--- src/rtl/rc4_pkg.sv ---
// Shared constants, command codes and the permutation memory request type.
`timescale 1ns / 1ps

package rc4_pkg;

  localparam int KEY_DEPTH  = 256;
  localparam int KEY_AW     = (KEY_DEPTH > 1) ? $clog2(KEY_DEPTH) : 1;
  localparam int KEY_CW     = $clog2(KEY_DEPTH + 1);
  localparam int PERM_DEPTH = 256;

  localparam logic [1:0] CMD_LOAD   = 2'd0;
  localparam logic [1:0] CMD_SCHED  = 2'd1;
  localparam logic [1:0] CMD_CIPHER = 2'd2;
  localparam logic [1:0] CMD_NOP    = 2'd3;

  localparam logic [7:0] ROUNDS_RESET = 8'd1;
  localparam logic [7:0] LAST_INDEX   = 8'hFF;

  typedef struct packed {
    logic       clr;
    logic       we;
    logic [7:0] waddr;
    logic [7:0] wdata;
    logic [7:0] raddr;
  } perm_req_t;

endpackage

--- src/rtl/rc4_key_ram.sv ---
// Key store memory: KEY_DEPTH x 8, one write and one registered read port.
`timescale 1ns / 1ps

module rc4_key_ram
  import rc4_pkg::*;
(
  input  logic              clk,
  input  logic              we,
  input  logic [KEY_AW-1:0] waddr,
  input  logic [7:0]        wdata,
  input  logic [KEY_AW-1:0] raddr,
  output logic [7:0]        rdata
);

  logic [7:0] mem [KEY_DEPTH];
  logic [7:0] rdata_r;

  always_ff @(posedge clk) begin
    if (we) begin
      mem[waddr] <= wdata;
    end
    rdata_r <= mem[raddr];
  end

  assign rdata = rdata_r;

endmodule

--- config.mk ---
export PLATFORM = sky130hd
export DESIGN_NAME = rc4_key_ram
export DESIGN_NICKNAME = d
export VERILOG_FILES = /design/src/rtl/rc4_pkg.sv /design/src/rtl/rc4_key_ram.sv
export SDC_FILE = /design/constraint.sdc
export NUM_CORES = 2
export LEC_CHECK = 0
export ABC_AREA = 0
export BUFFER_PORTS_ARGS = -buffer_cell sky130_fd_sc_hd__buf_4
export CAP_MARGIN = 20
export CORE_MARGIN = 2
export CORE_UTILIZATION = 40
export DETAILED_ROUTE_END_ITERATION = 8
export PLACE_DENSITY = 0.65
export SLEW_MARGIN = 25
export SYNTH_ARGS = -nofsm -noshare
export SYNTH_HDL_FRONTEND = slang
export SYNTH_SLANG_ARGS = --single-unit
export TNS_END_PERCENT = 100
--- constraint.sdc ---
create_clock -name clk -period 2.23 [get_ports clk]
set_input_delay 0.446 -clock clk [delete_from_list [all_inputs] [get_ports clk]]
set_output_delay 0.446 -clock clk [all_outputs]
set_load 0.01 [all_outputs]
==> flow_summary.ini <==
[floorplanning]
io_pins = 34
die_y_um = 450
row_count = 163
die_area_um2 = 202000
die_x_um = 450
initial_core_util_pct = 40.3
core_um2 = 197000

[setup_path]
worstPathRequired_ps = 2940
crit_path_end_kind = register
crit_path_max_fanout = 1
crit_type = register to register
start_kind = register
worst_ep_arrival_time_ps = 3010

[power]
power_density_nw_per_um2 = 841
irDropWorstVdd_mv = 0.623
power.total_mw = 80.9
leakage_nw = 31.3

[cells_and_area]
syn2layout_area_growth_pct = 20.9
final_area_um2 = 96200
nNetsFinal = 4570
fin_util_pct = 48.7
drive_gt1_share_pct = 34.9
finalNonFillerCells = 7352

[clock_network]
cts_buffer_depth = 3
cts_setup_buffers = 0
clock-sinks = 2056
cts_buffers = 198
clk_pin_slew_ps = 60
root_buffer = clkbuf_16
worstSkewPairLatency_ps = 850
htree_levels = 4
tritoncts = done

[synthesis]
synth-warning-count = 0
yosysTopAreaCell = edfxtp_1
syn_area_per_cell_um2 = 21.3
syn_nets = 3759
seq_area_frac_synth_pct = 77.5
syn_inst = 3733
yosys_most_used_dff = edfxtp_1
synth-seq-cells = 2056
synth_edf_count = 2048
ys_types = 55
async_reset_ff_share_pct = 0
yosys.area.top_type_share_pct = 77.3
synth_area_leaders = edfxtp_1 77%, mux4_2 13%, mux2i_1 1.7%
syn_area_um2 = 79600

[sta]
skew_ps = 58.7
rsz0062_at_grt = yes
hold_ws_ps = 61.5
finalCritPeriodShare_pct = 103
slew_headroom_pct = 41.8
fin_ws_ps = -71.8
setup_viol = 1
slew_viol_final = 0
finalSetupTns_ps = -71.8
min_period_ps = 2300
hold_viol_final = 0
max_freq_mhz = 434
worst_pin_slew_ps = 872

[drt]
wirelength_um = 205000
avgViaCountPerCell = 5.64
vias = 41445
first_iter_violations = 5288
final_antenna_net_count = 0
drc = 0
dr.pass1.iters = 6
wl_per_cell_um = 27.8

[hold_path]
hold_class = input port to register

[placed_design]
place_inst = 6980
place_area_um2 = 89300
gp_congestion = 0.873
dp_hpwl_um = 136000
place_ws_ps = -1670
io_buffer_count = 33

[global_route]
grt_max_degree = 90
grt_overflow = 0
grt_pass1_wl_um = 296000
antenna_found_initial = 7
grt_usage_pct = 20.0
grt_pass1_vias = 41905

[flow_run]
drv_cap = 0

[status]
outcome = complete, but fails checks
violations = setup timing
## sequential cells by signal, summed over array words and instances (netlist names)
signal and cells:
mem 2048, rdata 8
## metal layers
metal / up-vias / global-route usage (%) / part of all wire, %
met2: 1988 / 31.9 / 48
met5: - / 0 / 0.0059
met4: 2 / 7.68 / 3.7
met3: 333 / 3.40 / 8.2
li1: 17330 / - / -
met1: 21792 / 27.7 / 40
## worst max-delay path, stage by stage (launching register included)
cell and delay, ps:
edfxtp_1 370, mux4_2 520, mux4_2 570, nor2b_4 170, nor4_4 450, nor4_1 90
## path summary, 6_finish.rpt
check / cells after the start / start / slack [ps] / endpoint
setup / recovery: 5 / mem[83][7] / -70 / rdata[7]
hold / removal: 1 / wdata[4] / 60 / mem[100][4]
setup reg to reg: 5 / mem[83][7] / -70 / rdata[7]
hold reg to reg: 8 / mem[32][5] / 1130 / rdata[5]
## cells in the mapped netlist, types with 3 or more instances
cell and n:
a221oi_1 13, nand4_1 10, o22a_1 5, nor4_1 24, buf_1 22, o32ai_1 4, o21ai_0 10, nor2_1 282
a22o_1 8, or2_2 4, nand2b_1 8, a22oi_1 133, nor3_1 22, nor4_2 3, dfxtp_1 8, a21oi_1 96
o211ai_1 10, o22ai_1 28, buf_12 8, buf_8 13, nor2b_1 31, buf_2 31, o221ai_1 46, edfxtp_1 2048
mux2i_1 134, nand2_1 33, clkbuf_1 111, and2_1 6, nand3_1 34, a211oi_1 16, buf_6 21, buf_4 27
mux4_2 454
## cells by family (layout without fill, tap and decap cells)
family / count (synthesis) / after routing / synth area share (%)
flops: 2056 / 2056 / 77.5
mux: 591 / 591 / 14.6
simple gates: 466 / 466 / 2.63
compound gates: 385 / 385 / 3.42
buf+inv: 235 / 1212 / 1.83
other cells: 0 / 2 / 0
## what timing repair did
item | in CTS | in global routing
pin swaps | 5 | 12
hold endpoints to repair | 62 | 0
endpoints found under the setup margin | 8 | 8
resized for setup | 41 | 27
hold buffers | 4 | 0
## where the power goes
group | total (mW) | internal, mW | switching, mW
combinational | 4.83 | 2.03 | 2.80
clock | 33.4 | 18.8 | 14.6
sequential | 42.7 | 42.6 | 0.103
total | 80.9 | 63.4 | 17.5
## cell type report
cell class,instances,area (µm²)
Tap cell,2640,3300
Antenna cell,2,5.00
Inverter,2,7.51
Multi-Input combinational cell,1442,16900
Fill cell,15855,101000
Timing Repair Buffer,844,7820
Sequential cell,2056,61700
Clock inverter,126,1340
Clock buffer,240,5130
## cells in the final DEF (no fill, tap or decap), types with 12 or more instances in the layout
cell        instances
o221ai_1           46
a22oi_1           129
mux2i_1           134
nand2_1            33
mux4_2            455
clkinv_2           28
clkinv_1           48
a21oi_1            95
bufinv_16          20
nor2b_1            23
o22ai_1            28
nor3_1             16
clkbuf_16         199
nand3_1            34
nor2_1            268
buf_12            108
edfxtp_1         2048
buf_4             717
clkinvlp_4         12
nor4_1             12
clkbuf_1           41
No activity file was read; power rests on OpenSTA's default activity.
