$ cat config.mk
export PLATFORM = sky130hd
export DESIGN_NAME = rc4_perm_ram
export DESIGN_NICKNAME = d
export VERILOG_FILES = /design/src/rtl/rc4_pkg.sv /design/src/rtl/rc4_perm_ram.sv
export SDC_FILE = /design/constraint.sdc
export NUM_CORES = 2
export LEC_CHECK = 0
export BUFFER_PORTS_ARGS = -buffer_cell sky130_fd_sc_hd__buf_2
export CORE_AREA = 4 4 481 483
export CTS_CLUSTER_DIAMETER = 150
export CTS_CLUSTER_SIZE = 30
export DETAILED_ROUTE_END_ITERATION = 12
export DIE_AREA = 0 0 485 487
export PLACE_DENSITY = 0.61
export SLEW_MARGIN = 25
export SYNTH_ARGS = -nofsm -noshare
export SYNTH_HDL_FRONTEND = slang
export SYNTH_SLANG_ARGS = --single-unit
export TNS_END_PERCENT = 5
$ cat constraint.sdc
create_clock -name clk -period 3.7 [get_ports clk]
set_clock_uncertainty 0.1 [all_clocks]
set_input_delay 0.37 -clock clk [delete_from_list [all_inputs] [get_ports clk]]
set_output_delay 0.37 -clock clk [all_outputs]
set_load 0.1 [all_outputs]
$ cat src/rtl/rc4_pkg.sv
// Shared constants, command codes and the permutation memory request type.
`timescale 1ns / 1ps

package rc4_pkg;

  localparam int KEY_DEPTH  = 256;
  localparam int KEY_AW     = (KEY_DEPTH > 1) ? $clog2(KEY_DEPTH) : 1;
  localparam int KEY_CW     = $clog2(KEY_DEPTH + 1);
  localparam int PERM_DEPTH = 256;

  localparam logic [1:0] CMD_LOAD   = 2'd0;
  localparam logic [1:0] CMD_SCHED  = 2'd1;
  localparam logic [1:0] CMD_CIPHER = 2'd2;
  localparam logic [1:0] CMD_NOP    = 2'd3;

  localparam logic [7:0] ROUNDS_RESET = 8'd1;
  localparam logic [7:0] LAST_INDEX   = 8'hFF;

  typedef struct packed {
    logic       clr;
    logic       we;
    logic [7:0] waddr;
    logic [7:0] wdata;
    logic [7:0] raddr;
  } perm_req_t;

endpackage

$ cat src/rtl/rc4_perm_ram.sv
// Permutation memory: 256x8, one write and one read port, identity until written.
`timescale 1ns / 1ps

module rc4_perm_ram
  import rc4_pkg::*;
(
  input  logic      clk,
  input  logic      rst_n,
  input  perm_req_t req,
  output logic [7:0] rdata
);

  logic [7:0]            mem [PERM_DEPTH];
  logic [PERM_DEPTH-1:0] valid_r;
  logic [7:0]            rdata_r;

  always_ff @(posedge clk) begin
    if (req.we) begin
      mem[req.waddr] <= req.wdata;
    end
  end

  // Entries not written since the last clear read back as their own address.
  always_ff @(posedge clk) begin
    if (!rst_n || req.clr) begin
      valid_r <= '0;
    end else if (req.we) begin
      valid_r[req.waddr] <= 1'b1;
    end
  end

  // Write-first: a read of the entry being written returns the new data.
  always_ff @(posedge clk) begin
    if (req.we && (req.waddr == req.raddr)) begin
      rdata_r <= req.wdata;
    end else if (valid_r[req.raddr]) begin
      rdata_r <= mem[req.raddr];
    end else begin
      rdata_r <= req.raddr;
    end
  end

  assign rdata = rdata_r;

endmodule

==> impl_metrics.ini <==
[route]
first_pass_iters = 8
wl_met1_mm = 103
wl_met3_mm = 22.9
routed_wl_mm = 255
ant_nets = 0
drt-vias-per-instance = 5.84
drc = 0
dr_wl_met2_mm = 119
drt_iter0_drc = 6444
num_vias = 48700
routedWlPerCell_um = 30.6
top_layer = met5

[place]
dpl.cell_count = 8163
gp_congestion = 0.895
dp_hpwl_mm = 170
port_buffers = 35

[logic_synthesis]
synth-warning-count = 0
seq_area_frac_synth_pct = 73.7
syn_inst = 4877
postSynth.asyncResetShare_pct = 0
synth_largest_area_cell = edfxtp_1
synth.top_cell.area_share_pct = 67.9
synth_edf_count = 2048
synth_area_leaders = edfxtp_1 (68%), mux4_2 (8.5%), dfxtp_1 (5.8%), mux4_1 (3.3%), nor2_1 (3.2%)
synth_ff_type = edfxtp_1
synth_fp_nets = 4905
syn_avg_cell_area_um2 = 18.6
syn-cell-area_um2 = 90600
ys_ff_latch = 2312
synth_cell_types = 77

[critical_path]
worstReg2RegStart = valid_r[182]
r2r_cells = 10
arrival_ps = 3740
worstPathRequired_ps = 4300
worstSetupEndpoint = rdata[0]
path_max_fanout = 13
r2r_slack_ps = 700
critPathLaunch = req[6]
reg2reg_to = rdata[0]
start_kind = input port
critical_path_class = in -> reg
end_kind = flip-flop

[sta]
setup_viol_count_final = 0
drv_slew = 0
rsz0062_at_grt = no
min_period_ps = 3140
tightestPinTransition_ps = 1040
hold_viol_final = 0
period_share_pct = 84.9
relSlewSlack_pct = 30.6
tns_ps = 0
fmax_ghz = 0.318

[clocking]
cts_tree = yes
cts_resized = 0
clock-sinks = 2312
clock_tree.root_cell = clkbuf_16
clkLatencyLatePin_ps = 790
cts_max_level = 3
cts.clk_slew.worst_paths_ps = 110
numCtsBuffers = 87
cts.path.max_buffers = 3

[floorplanning]
die_w_um = 485
rows = 175
io_pins = 36
floorplan.initialDensity_pct = 39.9
dieArea_um2 = 236000
core_area_um2 = 227000
dieHeight_um = 487

[power_and_ir_drop]
peakVddDrop_v = 0.000376
powerDensity_nw_per_um2 = 440
leakage_nw = 32.0

[global_route]
grt.total_usage_pct = 21.2
antenna_found_initial = 14
grt_pass1_vias = 47200
gr-total-overflow = 0
grt_pass1_wl_mm = 360
grt_max_degree = 128

[finish]
final_layout_size_suffix_gt1_share_pct = 20.4
area_growth_pct = 10.1
post-route-util_pct = 43.9
final_net_count = 5276
stdcell_count = 8336
nFillCells = 19700

[hold_path]
hp-class = in -> reg

[run]
drv_cap = 0

[status]
status = finished clean
[synthesized netlist by cell type, types with 7 or more instances]
master     number
clkbuf_1      118
nand3_1        54
buf_8          20
clkbuf_8       22
buf_2          42
o2111ai_1       8
buf_6          29
dfxtp_1       264
nor2b_1        20
a21oi_1        55
o211ai_1       13
o221ai_1       28
o22ai_1        70
nor3_1         18
a22oi_1        86
mux4_2        341
a211oi_1       54
buf_4          20
a2111oi_0      11
nand2b_1        9
mux2i_1       280
xor2_1          7
o21ai_0        31
a31oi_1        16
o21ba_2        29
mux4_1        115
edfxtp_1     2048
nor2_1        770
a22o_1          8
buf_1          14
a221oi_1       30
nand2_1       114
nand4_1        16
buf_12         25
[layout make-up]
cell class	count	area, um2	share of cell area [%]
flip-flops and latches	2312	66800	67.0
multi-input cells	2265	21500	21.6
repair buffers	576	5040	5.06
well taps	3009	3760	3.78
clock buffers	155	2470	2.48
clock inverters	6	73.8	0.0741
inverters	6	25.0	0.0251
diodes	7	17.5	0.0176
[worst min path at each step]
stage                   endpoint          from  slack [ps]  cells past startpoint
global placement     valid_r[21]   valid_r[21]         340                      2
detailed placement   valid_r[38]   valid_r[38]         350                      2
CTS                    mem[1][5]       req[13]          20                      1
global route           mem[0][5]       req[13]          50                      1
finish               mem[155][7]       req[15]          40                      1
floorplan           valid_r[129]  valid_r[129]         330                      2
[kinds of logic after synthesis]
| group | share of synthesized area [%] |
|---|---|
| muxes | 15.0 |
| xor gates and xnor gates | 0.0774 |
| buffers and inverters | 2.58 |
| AOI/OAI and AO/OA | 3.94 |
| and+or+nand+nor | 4.62 |
| DFF | 73.7 |
[layer usage]
metal / global-route usage [%] / up-vias
li1: - / 20200
met4: 7.32 / 2
met2: 33.4 / 2385
met1: 29.8 / 25700
met5: 0 / -
met3: 3.73 / 346
[through the flow]
| stage | hold WS (ps) | worst slack, ps | instance area, um2 | power (W) |
|---|---|---|---|---|
| 2_1_floorplan | 332 | 855 | 90600 | 0.0306 |
| 4_1_cts | 16.4 | 704 | 99600 | 0.0441 |
| 3_5_place_dp | 353 | -15.5 | 97000 | 0.0320 |
| 3_3_place_gp | 341 | -139 | 97000 | 0.0320 |
| 6_report | 40.6 | 559 | 99700 | 0.0439 |
| 5_1_grt | 51.7 | 534 | 99700 | 0.0451 |
[what timing repair did]
item / 4_1_cts / 5_1_grt
setup buffers: 0 / 0
hold buffers: 3 / 1
hold endpoints to repair: 43 / 19
endpoints found under the setup margin: 0 / 0
[critical path, stage by stage]
cell	delay, ps
dlygate4sd3_1	560
buf_2	410
nor4bb_2	870
nand2_1	120
a211oi_1	510
nor4_1	100
nand3_1	180
a2111oi_4	100
buf_4	160
nand2b_1	140
a31oi_1	190
[layout by cell type (no fill, tap or decap), types with 11 or more instances in the layout]
| master | instances |
|---|---|
| o22ai_1 | 70 |
| nor2b_1 | 18 |
| nor3_1 | 18 |
| clkbuf_16 | 89 |
| a2111oi_0 | 11 |
| mux4_2 | 341 |
| o211ai_1 | 13 |
| nand3_1 | 54 |
| a31oi_1 | 16 |
| nor2_1 | 763 |
| buf_12 | 54 |
| a22oi_1 | 86 |
| a221oi_1 | 30 |
| mux4_1 | 115 |
| a21oi_1 | 55 |
| a211oi_1 | 54 |
| nand2_1 | 113 |
| buf_4 | 485 |
| clkbuf_1 | 66 |
| nand4_1 | 16 |
| edfxtp_1 | 2048 |
| buf_2 | 22 |
| mux2i_1 | 280 |
| dfxtp_1 | 264 |
| o221ai_1 | 28 |
| o21ba_2 | 29 |
| o21ai_0 | 31 |
[flip-flops by register name (all words and copies together) (netlist names)]
signal / cells
rdata: 8
mem: 2048
valid_r: 256
[power breakdown]
group,switching (W),total (W),internal [W]
registers,0.0000365,0.0284,0.0284
logic,0.00204,0.00305,0.00101
clock network,0.00772,0.0124,0.00467
total,0.00980,0.0439,0.0341
No activity file was read; power rests on OpenSTA's default activity.
